===== src/wsfd_pkg.sv =====
// wind sensor frame decoder: shared types, character codes, quantity ids and crc helper
// no dependencies; used by wind_sensor_frame_decoder_top
package wsfd_pkg;

  // character codes of the frame format
  localparam logic [7:0] START_CHAR  = 8'h24;   // '$'
  localparam logic [7:0] CODE_S      = 8'h53;   // 'S'
  localparam logic [7:0] CODE_M      = 8'h4D;   // 'M'
  localparam logic [7:0] CODE_W_UP   = 8'h57;   // 'W'
  localparam logic [7:0] CODE_W_LO   = 8'h77;   // 'w'
  localparam logic [7:0] CODE_A_UP   = 8'h41;   // 'A'
  localparam logic [7:0] CODE_A_LO   = 8'h61;   // 'a'
  localparam logic [7:0] CODE_D_UP   = 8'h44;   // 'D'
  localparam logic [7:0] CODE_D_LO   = 8'h64;   // 'd'

  localparam logic [7:0] CRC_POLY    = 8'h07;

  // byte counter and frame length width
  localparam int         HELD_W      = 5;
  // frame length is payload plus start, code and two trailer bytes
  localparam logic [HELD_W-1:0] LEN_S = HELD_W'(2 + 4);
  localparam logic [HELD_W-1:0] LEN_M = HELD_W'(4 + 4);
  localparam logic [HELD_W-1:0] LEN_W = HELD_W'(8 + 4);
  localparam logic [HELD_W-1:0] LEN_A = HELD_W'(7 + 4);
  localparam logic [HELD_W-1:0] LEN_D = HELD_W'(12 + 4);

  // payload bytes that are ever read as field data
  localparam int         STORE_LO    = 2;
  localparam int         STORE_HI    = 13;

  // largest number of results for one frame
  localparam int         MAX_RES     = 7;
  localparam int         CNT_W       = 3;

  // quantity ids
  localparam logic [3:0] QID_NONE     = 4'd0;
  localparam logic [3:0] QID_BANK     = 4'd1;
  localparam logic [3:0] QID_PITCH    = 4'd2;
  localparam logic [3:0] QID_HEADING  = 4'd3;
  localparam logic [3:0] QID_CIRCLE   = 4'd4;
  localparam logic [3:0] QID_LIVE_DIR = 4'd5;
  localparam logic [3:0] QID_LIVE_SPD = 4'd6;
  localparam logic [3:0] QID_AVG_DIR  = 4'd7;
  localparam logic [3:0] QID_AVG_SPD  = 4'd8;
  localparam logic [3:0] QID_GND_SPD  = 4'd9;
  localparam logic [3:0] QID_TAS      = 4'd10;
  localparam logic [3:0] QID_TRACK    = 4'd11;
  localparam logic [3:0] QID_TEMP     = 4'd12;
  localparam logic [3:0] QID_PITOT    = 4'd13;
  localparam logic [3:0] QID_FL       = 4'd14;

  // frame status codes
  typedef enum logic [1:0] {
    STAT_PARSED   = 2'd0,
    STAT_CRC_ERR  = 2'd1,
    STAT_UNPARSED = 2'd2
  } status_t;

  // kind of the open frame, taken from its code byte
  typedef enum logic [2:0] {
    KIND_NONE,
    KIND_ATT,
    KIND_WIND,
    KIND_DATA,
    KIND_PLAIN
  } kind_t;

  // one result item
  typedef struct packed {
    logic [3:0]         qid;
    logic signed [15:0] value;
    logic               valid;
    status_t            status;
    logic               last;
  } result_t;

  // crc-8, msb first, one byte
  function automatic logic [7:0] crc8_byte(input logic [7:0] crc, input logic [7:0] b);
    logic [7:0] c;
    c = crc ^ b;
    for (int i = 0; i < 8; i++) begin
      c = c[7] ? ((c << 1) ^ CRC_POLY) : (c << 1);
    end
    return c;
  endfunction

  // inclusive signed range check
  function automatic logic in_rng(input logic signed [15:0] v,
                                  input logic signed [15:0] lo,
                                  input logic signed [15:0] hi);
    return (v >= lo) && (v <= hi);
  endfunction

endpackage


===== src/wind_sensor_frame_decoder_top.sv =====
// wind sensor frame decoder: byte parser, crc check, field decode and result buffer
// depends on wsfd_pkg
//
// Takes one received byte per request and may take a new byte in every cycle. Bytes
// outside a frame are dropped; a frame opens on '$' and its code byte fixes the length
// (S 6, M 8, A/a 11, W/w 12, D/d 16 bytes). On the last byte the crc-8 over the frame is
// checked and all results of the frame (one to seven) are loaded at once into a
// seven-entry result buffer, which hands them out one per cycle while out_ready is high,
// with last_of_frame on the final one. The input stalls only when a frame completes
// while results of the previous frame are still waiting to be taken. With a free output
// side bytes flow at one per cycle, except that a six-byte S frame closing right behind
// a D frame waits for the last D result to leave; results appear in the next cycle.
module wind_sensor_frame_decoder_top (
  input  logic               clk,
  input  logic               rst_n,
  input  logic               in_valid,
  output logic               in_ready,
  input  logic [7:0]         in_rx_byte,
  output logic               out_valid,
  input  logic               out_ready,
  output logic [3:0]         out_quantity_id,
  output logic signed [15:0] out_quantity_value,
  output logic               out_value_valid,
  output logic [1:0]         out_frame_status,
  output logic               out_last_of_frame
);

  localparam logic [wsfd_pkg::HELD_W-1:0] HELD_ZERO = '0;
  localparam logic [wsfd_pkg::HELD_W-1:0] HELD_ONE  = wsfd_pkg::HELD_W'(1);
  localparam logic [wsfd_pkg::HELD_W-1:0] HELD_TWO  = wsfd_pkg::HELD_W'(2);
  localparam logic [wsfd_pkg::CNT_W-1:0]  CNT_ONE   = wsfd_pkg::CNT_W'(1);

  // parser state
  logic [wsfd_pkg::HELD_W-1:0] held_r, held_nxt;
  logic [wsfd_pkg::HELD_W-1:0] len_r, len_nxt;
  logic [7:0]                  crc_r, crc_nxt;
  wsfd_pkg::kind_t             kind_r, kind_nxt;
  logic [7:0]                  store_r [wsfd_pkg::STORE_LO:wsfd_pkg::STORE_HI];

  // result buffer, head at entry 0
  wsfd_pkg::result_t           res_r   [wsfd_pkg::MAX_RES];
  wsfd_pkg::result_t           res_nxt [wsfd_pkg::MAX_RES];
  logic [wsfd_pkg::CNT_W-1:0]  cnt_r, cnt_nxt;

  logic                        in_acc, out_acc, last_pop, closing, finish;
  logic [wsfd_pkg::HELD_W-1:0] held_inc;
  logic [7:0]                  crc_byte, crc_start;
  wsfd_pkg::kind_t             code_kind;
  logic [wsfd_pkg::HELD_W-1:0] code_len;

  // handshakes
  assign out_valid = (cnt_r != '0);
  assign out_acc   = out_valid && out_ready;
  assign last_pop  = out_acc && (cnt_r == CNT_ONE);
  assign held_inc  = held_r + HELD_ONE;
  // the next byte closes the open frame
  assign closing   = (held_r >= HELD_TWO) && (held_inc >= len_r);
  assign in_ready  = !(closing && out_valid && !last_pop);
  assign in_acc    = in_valid && in_ready;

  assign crc_byte  = wsfd_pkg::crc8_byte(crc_r, in_rx_byte);
  assign crc_start = wsfd_pkg::crc8_byte(8'h00, wsfd_pkg::START_CHAR);

  // code byte decode
  always_comb begin
    unique case (in_rx_byte) inside
      wsfd_pkg::CODE_S: begin
        code_kind = wsfd_pkg::KIND_PLAIN;
        code_len  = wsfd_pkg::LEN_S;
      end
      wsfd_pkg::CODE_M: begin
        code_kind = wsfd_pkg::KIND_PLAIN;
        code_len  = wsfd_pkg::LEN_M;
      end
      wsfd_pkg::CODE_W_UP, wsfd_pkg::CODE_W_LO: begin
        code_kind = wsfd_pkg::KIND_WIND;
        code_len  = wsfd_pkg::LEN_W;
      end
      wsfd_pkg::CODE_A_UP, wsfd_pkg::CODE_A_LO: begin
        code_kind = wsfd_pkg::KIND_ATT;
        code_len  = wsfd_pkg::LEN_A;
      end
      wsfd_pkg::CODE_D_UP, wsfd_pkg::CODE_D_LO: begin
        code_kind = wsfd_pkg::KIND_DATA;
        code_len  = wsfd_pkg::LEN_D;
      end
      default: begin
        code_kind = wsfd_pkg::KIND_NONE;
        code_len  = HELD_ZERO;
      end
    endcase
  end

  // byte parser next state
  always_comb begin
    held_nxt = held_r;
    len_nxt  = len_r;
    crc_nxt  = crc_r;
    kind_nxt = kind_r;
    finish   = 1'b0;
    if (in_acc) begin
      if (held_r == HELD_ZERO) begin
        if (in_rx_byte == wsfd_pkg::START_CHAR) begin
          held_nxt = HELD_ONE;
          crc_nxt  = crc_start;
        end
      end else if (held_r == HELD_ONE) begin
        if (code_kind == wsfd_pkg::KIND_NONE) begin
          // unknown code: drop the '$' and rescan this byte
          len_nxt  = HELD_ZERO;
          kind_nxt = wsfd_pkg::KIND_NONE;
          if (in_rx_byte == wsfd_pkg::START_CHAR) begin
            held_nxt = HELD_ONE;
            crc_nxt  = crc_start;
          end else begin
            held_nxt = HELD_ZERO;
            crc_nxt  = 8'h00;
          end
        end else begin
          held_nxt = HELD_TWO;
          len_nxt  = code_len;
          kind_nxt = code_kind;
          crc_nxt  = crc_byte;
        end
      end else if (closing) begin
        finish   = 1'b1;
        held_nxt = HELD_ZERO;
        len_nxt  = HELD_ZERO;
        crc_nxt  = 8'h00;
        kind_nxt = wsfd_pkg::KIND_NONE;
      end else begin
        held_nxt = held_inc;
        crc_nxt  = crc_byte;
      end
    end
  end

  // field decode of a closing frame; the closing byte is never a field byte
  always_comb begin
    logic signed [15:0] d, v;
    logic [7:0]         s;
    logic               ok;
    d = '0;
    v = '0;
    s = '0;
    ok = 1'b0;
    for (int i = 0; i < wsfd_pkg::MAX_RES; i++) begin
      res_nxt[i] = '{qid: wsfd_pkg::QID_NONE, value: '0, valid: 1'b0,
                     status: wsfd_pkg::STAT_PARSED, last: 1'b0};
    end
    cnt_nxt = CNT_ONE;
    if (crc_byte != 8'h00) begin
      res_nxt[0].status = wsfd_pkg::STAT_CRC_ERR;
      res_nxt[0].last   = 1'b1;
    end else begin
      case (kind_r)
        wsfd_pkg::KIND_ATT: begin
          cnt_nxt = wsfd_pkg::CNT_W'(4);
          v = {store_r[2], store_r[3]};
          res_nxt[0] = '{wsfd_pkg::QID_BANK, v, wsfd_pkg::in_rng(v, -16'sd180, 16'sd180),
                         wsfd_pkg::STAT_PARSED, 1'b0};
          v = {{8{store_r[4][7]}}, store_r[4]};
          res_nxt[1] = '{wsfd_pkg::QID_PITCH, v, wsfd_pkg::in_rng(v, -16'sd90, 16'sd90),
                         wsfd_pkg::STAT_PARSED, 1'b0};
          v = {store_r[5], store_r[6]};
          res_nxt[2] = '{wsfd_pkg::QID_HEADING, v, wsfd_pkg::in_rng(v, 16'sd0, 16'sd360),
                         wsfd_pkg::STAT_PARSED, 1'b0};
          v = {store_r[7], store_r[8]};
          res_nxt[3] = '{wsfd_pkg::QID_CIRCLE, v, wsfd_pkg::in_rng(v, 16'sd0, 16'sd1000),
                         wsfd_pkg::STAT_PARSED, 1'b1};
        end
        wsfd_pkg::KIND_WIND: begin
          cnt_nxt = wsfd_pkg::CNT_W'(5);
          // live wind pair shares one flag
          d  = {store_r[2], store_r[3]};
          s  = store_r[4];
          ok = wsfd_pkg::in_rng(d, 16'sd0, 16'sd360) && (s <= 8'd200);
          res_nxt[0] = '{wsfd_pkg::QID_LIVE_DIR, d, ok, wsfd_pkg::STAT_PARSED, 1'b0};
          res_nxt[1] = '{wsfd_pkg::QID_LIVE_SPD, {8'h00, s}, ok,
                         wsfd_pkg::STAT_PARSED, 1'b0};
          // average wind pair
          d  = {store_r[5], store_r[6]};
          s  = store_r[7];
          ok = wsfd_pkg::in_rng(d, 16'sd0, 16'sd360) && (s <= 8'd200);
          res_nxt[2] = '{wsfd_pkg::QID_AVG_DIR, d, ok, wsfd_pkg::STAT_PARSED, 1'b0};
          res_nxt[3] = '{wsfd_pkg::QID_AVG_SPD, {8'h00, s}, ok,
                         wsfd_pkg::STAT_PARSED, 1'b0};
          v = {store_r[8], store_r[9]};
          res_nxt[4] = '{wsfd_pkg::QID_HEADING, v, wsfd_pkg::in_rng(v, 16'sd0, 16'sd360),
                         wsfd_pkg::STAT_PARSED, 1'b1};
        end
        wsfd_pkg::KIND_DATA: begin
          cnt_nxt = wsfd_pkg::CNT_W'(7);
          v = {store_r[2], store_r[3]};
          res_nxt[0] = '{wsfd_pkg::QID_GND_SPD, v, wsfd_pkg::in_rng(v, 16'sd0, 16'sd499),
                         wsfd_pkg::STAT_PARSED, 1'b0};
          v = {store_r[4], store_r[5]};
          res_nxt[1] = '{wsfd_pkg::QID_TAS, v, wsfd_pkg::in_rng(v, 16'sd0, 16'sd499),
                         wsfd_pkg::STAT_PARSED, 1'b0};
          v = {store_r[6], store_r[7]};
          res_nxt[2] = '{wsfd_pkg::QID_TRACK, v, wsfd_pkg::in_rng(v, 16'sd0, 16'sd499),
                         wsfd_pkg::STAT_PARSED, 1'b0};
          v = {store_r[8], store_r[9]};
          res_nxt[3] = '{wsfd_pkg::QID_HEADING, v, wsfd_pkg::in_rng(v, 16'sd0, 16'sd360),
                         wsfd_pkg::STAT_PARSED, 1'b0};
          v = {{8{store_r[10][7]}}, store_r[10]};
          res_nxt[4] = '{wsfd_pkg::QID_TEMP, v, wsfd_pkg::in_rng(v, -16'sd50, 16'sd100),
                         wsfd_pkg::STAT_PARSED, 1'b0};
          v = {{8{store_r[11][7]}}, store_r[11]};
          res_nxt[5] = '{wsfd_pkg::QID_PITOT, v, wsfd_pkg::in_rng(v, 16'sd0, 16'sd100),
                         wsfd_pkg::STAT_PARSED, 1'b0};
          v = {store_r[12], store_r[13]};
          res_nxt[6] = '{wsfd_pkg::QID_FL, v, wsfd_pkg::in_rng(v, 16'sd0, 16'sd300),
                         wsfd_pkg::STAT_PARSED, 1'b1};
        end
        default: begin
          // s or m frame, or nothing open
          res_nxt[0].status = wsfd_pkg::STAT_UNPARSED;
          res_nxt[0].last   = 1'b1;
        end
      endcase
    end
  end

  // parser registers
  always_ff @(posedge clk) begin
    if (!rst_n) begin
      held_r <= HELD_ZERO;
      len_r  <= HELD_ZERO;
      crc_r  <= 8'h00;
      kind_r <= wsfd_pkg::KIND_NONE;
    end else begin
      held_r <= held_nxt;
      len_r  <= len_nxt;
      crc_r  <= crc_nxt;
      kind_r <= kind_nxt;
    end
  end

  // payload byte store
  always_ff @(posedge clk) begin
    for (int i = wsfd_pkg::STORE_LO; i <= wsfd_pkg::STORE_HI; i++) begin
      if (in_acc && (held_r == wsfd_pkg::HELD_W'(i))) begin
        store_r[i] <= in_rx_byte;
      end
    end
  end

  // result buffer count
  always_ff @(posedge clk) begin
    if (!rst_n) begin
      cnt_r <= '0;
    end else if (finish) begin
      cnt_r <= cnt_nxt;
    end else if (out_acc) begin
      cnt_r <= cnt_r - CNT_ONE;
    end
  end

  // result buffer payload: load a whole frame, shift on each taken result
  always_ff @(posedge clk) begin
    if (finish) begin
      res_r <= res_nxt;
    end else if (out_acc) begin
      for (int i = 0; i < wsfd_pkg::MAX_RES - 1; i++) begin
        res_r[i] <= res_r[i + 1];
      end
    end
  end

  assign out_quantity_id    = res_r[0].qid;
  assign out_quantity_value = res_r[0].value;
  assign out_value_valid    = res_r[0].valid;
  assign out_frame_status   = res_r[0].status;
  assign out_last_of_frame  = res_r[0].last;

  // input held back only while results wait
  a_stall_needs_results: assert property (@(posedge clk) disable iff (!rst_n)
    !in_ready |-> out_valid)
    else $error("input stalled with empty result buffer");

  // last marker sits on the final buffered result
  a_last_on_final: assert property (@(posedge clk) disable iff (!rst_n)
    out_valid |-> (out_last_of_frame == (cnt_r == CNT_ONE)))
    else $error("last_of_frame out of step with result count");

  // open frame never runs past its length
  a_held_below_len: assert property (@(posedge clk) disable iff (!rst_n)
    (held_r >= HELD_TWO) |-> (held_r < len_r))
    else $error("byte count reached frame length without closing");

  // a closing byte loads a fresh set of results
  a_finish_loads: assert property (@(posedge clk) disable iff (!rst_n)
    finish |=> (out_valid && (cnt_r >= CNT_ONE)))
    else $error("closed frame produced no results");

endmodule

===== config.mk =====
export PLATFORM = sky130hd
export DESIGN_NAME = wind_sensor_frame_decoder_top
export DESIGN_NICKNAME = d
export VERILOG_FILES = /design/src/wsfd_pkg.sv /design/src/wind_sensor_frame_decoder_top.sv
export SDC_FILE = /design/constraint.sdc
export NUM_CORES = 1
export LEC_CHECK = 0
export BUFFER_PORTS_ARGS = -buffer_cell sky130_fd_sc_hd__clkbuf_2
export CAP_MARGIN = 20
export CORE_ASPECT_RATIO = 1.1
export CORE_MARGIN = 4
export CORE_UTILIZATION = 30
export CTS_BUF_LIST = sky130_fd_sc_hd__clkbuf_2 sky130_fd_sc_hd__clkbuf_4 sky130_fd_sc_hd__clkbuf_8
export DETAILED_ROUTE_END_ITERATION = 10
export GPL_TIMING_DRIVEN = 0
export PLACE_DENSITY = 0.55
export SLEW_MARGIN = 20
export SYNTH_ARGS = -nofsm -noshare
export SYNTH_HDL_FRONTEND = slang
export SYNTH_SLANG_ARGS = --single-unit
export TNS_END_PERCENT = 100

===== constraint.sdc =====
create_clock -name clk -period 6.8 [get_ports clk]
set_input_delay 1.02 -clock clk [delete_from_list [all_inputs] [get_ports clk]]
set_output_delay 1.02 -clock clk [all_outputs]
set_load 0.02 [all_outputs]

* Yosys cells after proc, flatten, opt, wreduce, memory -nomap -nowiden
Memory sizes are Yosys's and may differ from the RTL's.
Index checks and enable logic that the tools add are counted.
** Storage, ports and cells
- Register bits :: 192
- Memory bits (writable) :: 96
- Input port bits :: 12
- Output and inout bits :: 26
- Logic and storage cells :: 270
- Memories :: 1
** Memory list
- store_r :: words 12, width 8, read ports 12, clocked after Yosys merged registers in 0, wr ports 1, RTL line wind_sensor_frame_decoder_top.sv:38 : logic [7:0] store_r [wsfd_pkg::STORE_LO:wsfd_pkg::STORE_HI];
** Operators by class
- Add/subtract/negate cells :: 2
- Order comparisons :: 27
- Eq/ne operators :: 27
- Muxes and demuxes :: 103
- Bitwise operators :: 11
- Reduce and logical (&&, ||, !) cells :: 59
** Operator list (number)
- two-way mux 144 bit :: 3
- one-hot mux 72 bit (3 select lines) :: 1
- two-way mux 8 bit :: 17
- greater-or-equal comparator 16 x 1 -> 1 bit, second input constant :: 7
- less-or-equal comparator 16 x 10 -> 1 bit, second input constant :: 7
- OR reduction 8 bit :: 11
- == test 8 x 7 -> 1 bit, second input constant :: 8
- one-hot mux 21 bit (3 select lines) :: 1
- two-way mux 3 bit :: 16
- two-way mux 48 bit :: 1
- one-hot mux 24 bit (2 select lines) :: 1
- two-way mux 4 bit :: 11
- less-or-equal comparator 8 bit, second input constant :: 5
- two-way mux 1 bit :: 40
- two-way mux 5 bit :: 8
- logical AND 1 bit :: 32
- == test 5 x 4 -> 1 bit, second input constant :: 6
- one-hot mux 5 bit (5 select lines) :: 1
- inverter 3 bit :: 8
- two-way mux 21 bit :: 1
- == test 5 x 3 -> 1 bit, second input constant :: 4
- greater-or-equal comparator 16 x 9 -> 1 bit, second input constant :: 1
- less-or-equal comparator 16 x 11 -> 1 bit, second input constant :: 1
- less-or-equal comparator 16 x 9 -> 1 bit, second input constant :: 1
- other kinds (27) :: 37

* Depth between registers and ports, before layout
- Depth in word-level cells :: 22
- Mapped depth :: 12
- Depth with buffers taken out :: 10

* Worst setup path after synthesis
Ideal clock, no wire load.
- Path type :: register -> register
- From :: register held_r[0] (netlist bit)
- To :: register cnt_r[1] (netlist bit)
- Setup time :: 73 ps
- Data arrival time :: 5494 ps
- Data required time :: 6727 ps
- Slack :: 1233 ps
- Cell stages (with the launch flop) :: 11
- Buffers on the path :: 1
- Period minus slack after synthesis :: 5567 ps
- Cells stage by stage :: dfxtp_1 -> ha_1 -> nand3_1 -> xnor2_1 -> ha_1 -> o21ai_0 -> a22oi_1 -> nand4_2 -> clkbuf_1 -> nand2_1 -> o221a_1
** Between the ends
- Cells in the longest elaborated chain, start to end :: 9
- Elaborated cells on any way between the ends :: 16
- Those cells by class :: 1 x add/sub; 2 x order compare; 1 x eq/ne; 5 x mux; 7 x reduce/logical
** Ends and longest elaborated chain
- start: declaration :: RTL line wind_sensor_frame_decoder_top.sv:34 : logic [wsfd_pkg::HELD_W-1:0] held_r, held_nxt;
- start signal: assignment :: RTL line wind_sensor_frame_decoder_top.sv:233 : held_r <= held_nxt;
- branches (longest 7 deep; another with adder 5 x 1 -> 5 bit)
- two-way mux 1 bit (*) :: RTL line wind_sensor_frame_decoder_top.sv:101 : if (in_acc) begin
- two-way mux 3 bit or nonzero test 2 bit (tied branches)
- end signal: assignment :: RTL line wind_sensor_frame_decoder_top.sv:254 : cnt_r <= cnt_nxt;
- end signal: assignment :: RTL line wind_sensor_frame_decoder_top.sv:256 : cnt_r <= cnt_r - CNT_ONE;
- end: declaration :: RTL line wind_sensor_frame_decoder_top.sv:43 : logic [wsfd_pkg::CNT_W-1:0] cnt_r, cnt_nxt;
Mark *: on every way between the ends.
A chain may end at the register's enable or synchronous reset.

* Final worst setup path
- From :: register held_r[0] (netlist bit)
- To :: register res_r[96] (netlist bit) (enable)
** Between the ends
- Cells in the longest elaborated chain, start to end :: 9
- Elaborated cells on any way between the ends :: 15
- Those cells by class :: 1 x add/sub; 2 x order compare; 1 x eq/ne; 4 x mux; 7 x reduce/logical
** Ends and longest elaborated chain
- branches (longest 7 deep; another with adder 5 x 1 -> 5 bit)
- two-way mux 1 bit (*) :: RTL line wind_sensor_frame_decoder_top.sv:101
- nonzero test 2 bit (no source line) (*)
- end signal: assignment :: RTL line wind_sensor_frame_decoder_top.sv:263 : res_r <= res_nxt;
- end signal: indexed assignment :: RTL line wind_sensor_frame_decoder_top.sv:266 : res_r[i] <= res_r[i + 1];
- end: declaration :: RTL line wind_sensor_frame_decoder_top.sv:41 : wsfd_pkg::result_t res_r [wsfd_pkg::MAX_RES];
Marked as above.

==> run metrics <==
Max Cap Violations=0; number of setup buffers added after CTS=0; CP endpoint kind=flip-flop; antenna fix cells=0; root buf cell=clkbuf_8; layout cells sized above 1=0.156; Reg2Reg Depth=11; pwr/cell area=233 nW/um^2; Slew Limit Headroom=0.302; Worst EP arrival=4.59 ns; Seq/Total Area, Yosys=0.647; Multi-input gate area=3830 sq um; crit-path max cell delay=0.54 ns; Critical R2R Launch=held_r[0]; Hold Startpoint=len_r[1]; DIE AREA=43500 sq um; WL/cell=19.9 um; FF+latch count, synth=268; drt first pass iters=6; Remaining Overflow, GRT=0; largest net degree at the start of global routing=55; CP Class=flip-flop to flip-flop; PostCTS Resize Cnt=0; first-pass GRT wire length=47800 um; via count=7937; CTS tree=built; Worst-Skew Late Latency=0.55 ns; Cell Area, Synth=12100 sq um; crit path cell chain=ha_1 -> nand3_1 -> xnor2_1 -> ha_1 -> o21ai_0 -> a22oi_1 -> nand4_2 -> clkbuf_1 -> nand2_4 -> buf_16 -> buf_16; Post-synth ARST share=0; WHS Path Cells=2; routed vias/inst=5.08; Setup Viol. Count Final=0; Core Util, Final=0.349; CP Max Fanout=54; PortBufs=37; skew final=0.0230 ns; Ports=38; post-route cell area=13800 sq um; worst vdd ir=0.119 mV; Main synth FF type=edfxtp_1; htree depth=2; r2r setup slk=2.43 ns; WP data required=7.02 ns; most frequent cells after synthesis=edfxtp_1 (244), nand2_1 (105), o21ai_1 (63), a22oi_1 (49), and2_1 (37); Slowest-stage cell, CP=nand4_2; synth warn=0; Area Growth Syn to Fin=14.2%; clock sinks=268; status=completed; min Tclk post-route=4.37 ns; vias in the first global route=8051; final period utilization=0.643; post-synthesis cell type count=71; mean area per synthesized cell=12.8 sq um; static leakage=4.59 nW; Post-Route WL=31100 um; final hold vios=0; Fin Setup TNS=0 ns; drt initial violations=764; Post-DRT Antenna Nets=0; RSZ-0062 raised after global routing=false; number of buffers created by CTS=43; Synthesized Nets=965; WHS Endpoint=len_r[1]; core area=39500 sq um; FILL cells=3805; routability cong.=0.839; initial antenna violation count=0; Final Slew Violations=0; EDFF count, synth=244; top cell type's share of synthesized area=0.607; count leader, synth=edfxtp_1; clk slew on worst S/H paths=0.06 ns; post-synthesis cell count=940; DP Area=13000 sq um; Synth area leaders=edfxtp_1 (61%), dfxtp_1 (4.0%), nand2_1 (3.3%); reg2reg end=res_r[96]; fmax=229 MHz; die width=199 um; DP HPWL=21500 um; Starting Density=0.306; height of the die=218 um; cts hold-fix bufs=0; GRT Util Overall=0.143; drt drc=0; CP startpoint kind=flip-flop; worst hold path type=flip-flop to flip-flop; post-layout net count=1049; register area=7810 sq um; Max Root-Sink Buffers=3; cell taking the most area after synthesis=edfxtp_1; Site Rows=76; Slew @ Worst Pin=1.05 ns
==> worst max path at each step <==
stage,startpoint,endpoint,slack [ns],depth (start not counted)
floorplan,held_r[0],cnt_r[1],1.23,10
global placement,held_r[0],cnt_r[1],-1.01,10
detailed placement,in_rx_byte[4],res_r[136],2.28,9
CTS,held_r[0],res_r[118],2.39,11
global route,held_r[0],res_r[44],2.03,11
finish,held_r[0],res_r[96],2.43,11
==> stage by stage <==
step	instances	power [mW]	hold slack, ns	setup WS, ns
global route	1563	3.34	0.490	2.03
global placement	1484	1.89	0.461	-1.01
CTS	1563	3.25	0.477	2.39
finish	1563	3.21	0.473	2.43
detailed placement	1486	1.89	0.469	2.28
floorplan	940	1.86	0.441	1.23
==> worst max-delay path: cells and delay by family (launching register included) <==
family          cells  cell delay [ns]
buf+inv             3             1.12
compound gates      2             0.47
flops               1             0.44
fa+ha+maj           2             0.65
simple gates        3             1.13
xor+xnor            1             0.18
==> per-layer routing <==
metal	track usage	vias to the layer above	wire [um]
li1	-	3772	-
met4	0.0545	0	1070
met3	0.0250	69	1680
met2	0.242	260	15200
met5	0	-	0
met1	0.184	3836	13200
==> layout by cell type, fill, tap and decap left out, types with 5 or more instances in the layout <==
cell	count
a21oi_1	23
a22o_1	34
nor3_1	14
buf_2	9
xor2_1	7
edfxtp_1	244
a21boi_0	9
clkbuf_8	43
o21a_1	5
dfxtp_1	24
a31oi_1	7
clkbuf_1	33
o21ai_1	63
buf_4	24
clkbuf_4	17
ha_1	13
clkinv_1	9
nand4_1	9
nand3_1	11
a21o_1	12
clkbuf_2	37
xnor2_1	14
mux2_2	8
inv_1	14
a221o_1	9
and2_1	37
a22oi_1	49
o21ai_0	31
nor2_1	27
nor2b_1	10
nor4_1	10
nand2_1	104
==> where the power goes <==
part | internal [mW] | switching (mW) | leakage [nW]
clock | 0.726 | 0.626 | 0.443
combinational | 0.0254 | 0.0512 | 1.86
sequential | 1.78 | 0.000259 | 2.29
==> cells by family after synthesis <==
| logic type | count (synthesis) | share of synthesized area |
|---|---|---|
| compound gates | 280 | 0.159 |
| flops | 268 | 0.647 |
| simple gates | 257 | 0.112 |
| buf+inv | 86 | 0.0364 |
| xor+xnor | 26 | 0.0235 |
| fa+ha+maj | 13 | 0.0135 |
| mux | 10 | 0.00912 |
==> sequential cells by signal (all words and copies together) (netlist names) <==
register / flops
out_frame_status: 2
crc_r: 8
kind_r: 3
out_quantity_value: 16
len_r: 5
res_r: 124
cnt_r: 3
out_value_valid: 1
held_r: 5
out_last_of_frame: 1
store_r: 96
out_quantity_id: 4
==> cell type report <==
cell class	instances	area share
plain buffers	72	0.0280
clock buffers	60	0.0522
clock inverters	17	0.00844
inverters	14	0.00381
multi-input cells	586	0.278
flip-flops and latches	268	0.566
well taps	507	0.0460
repair buffers	39	0.0174
Note: power is estimated with default switching activity, not from simulation.
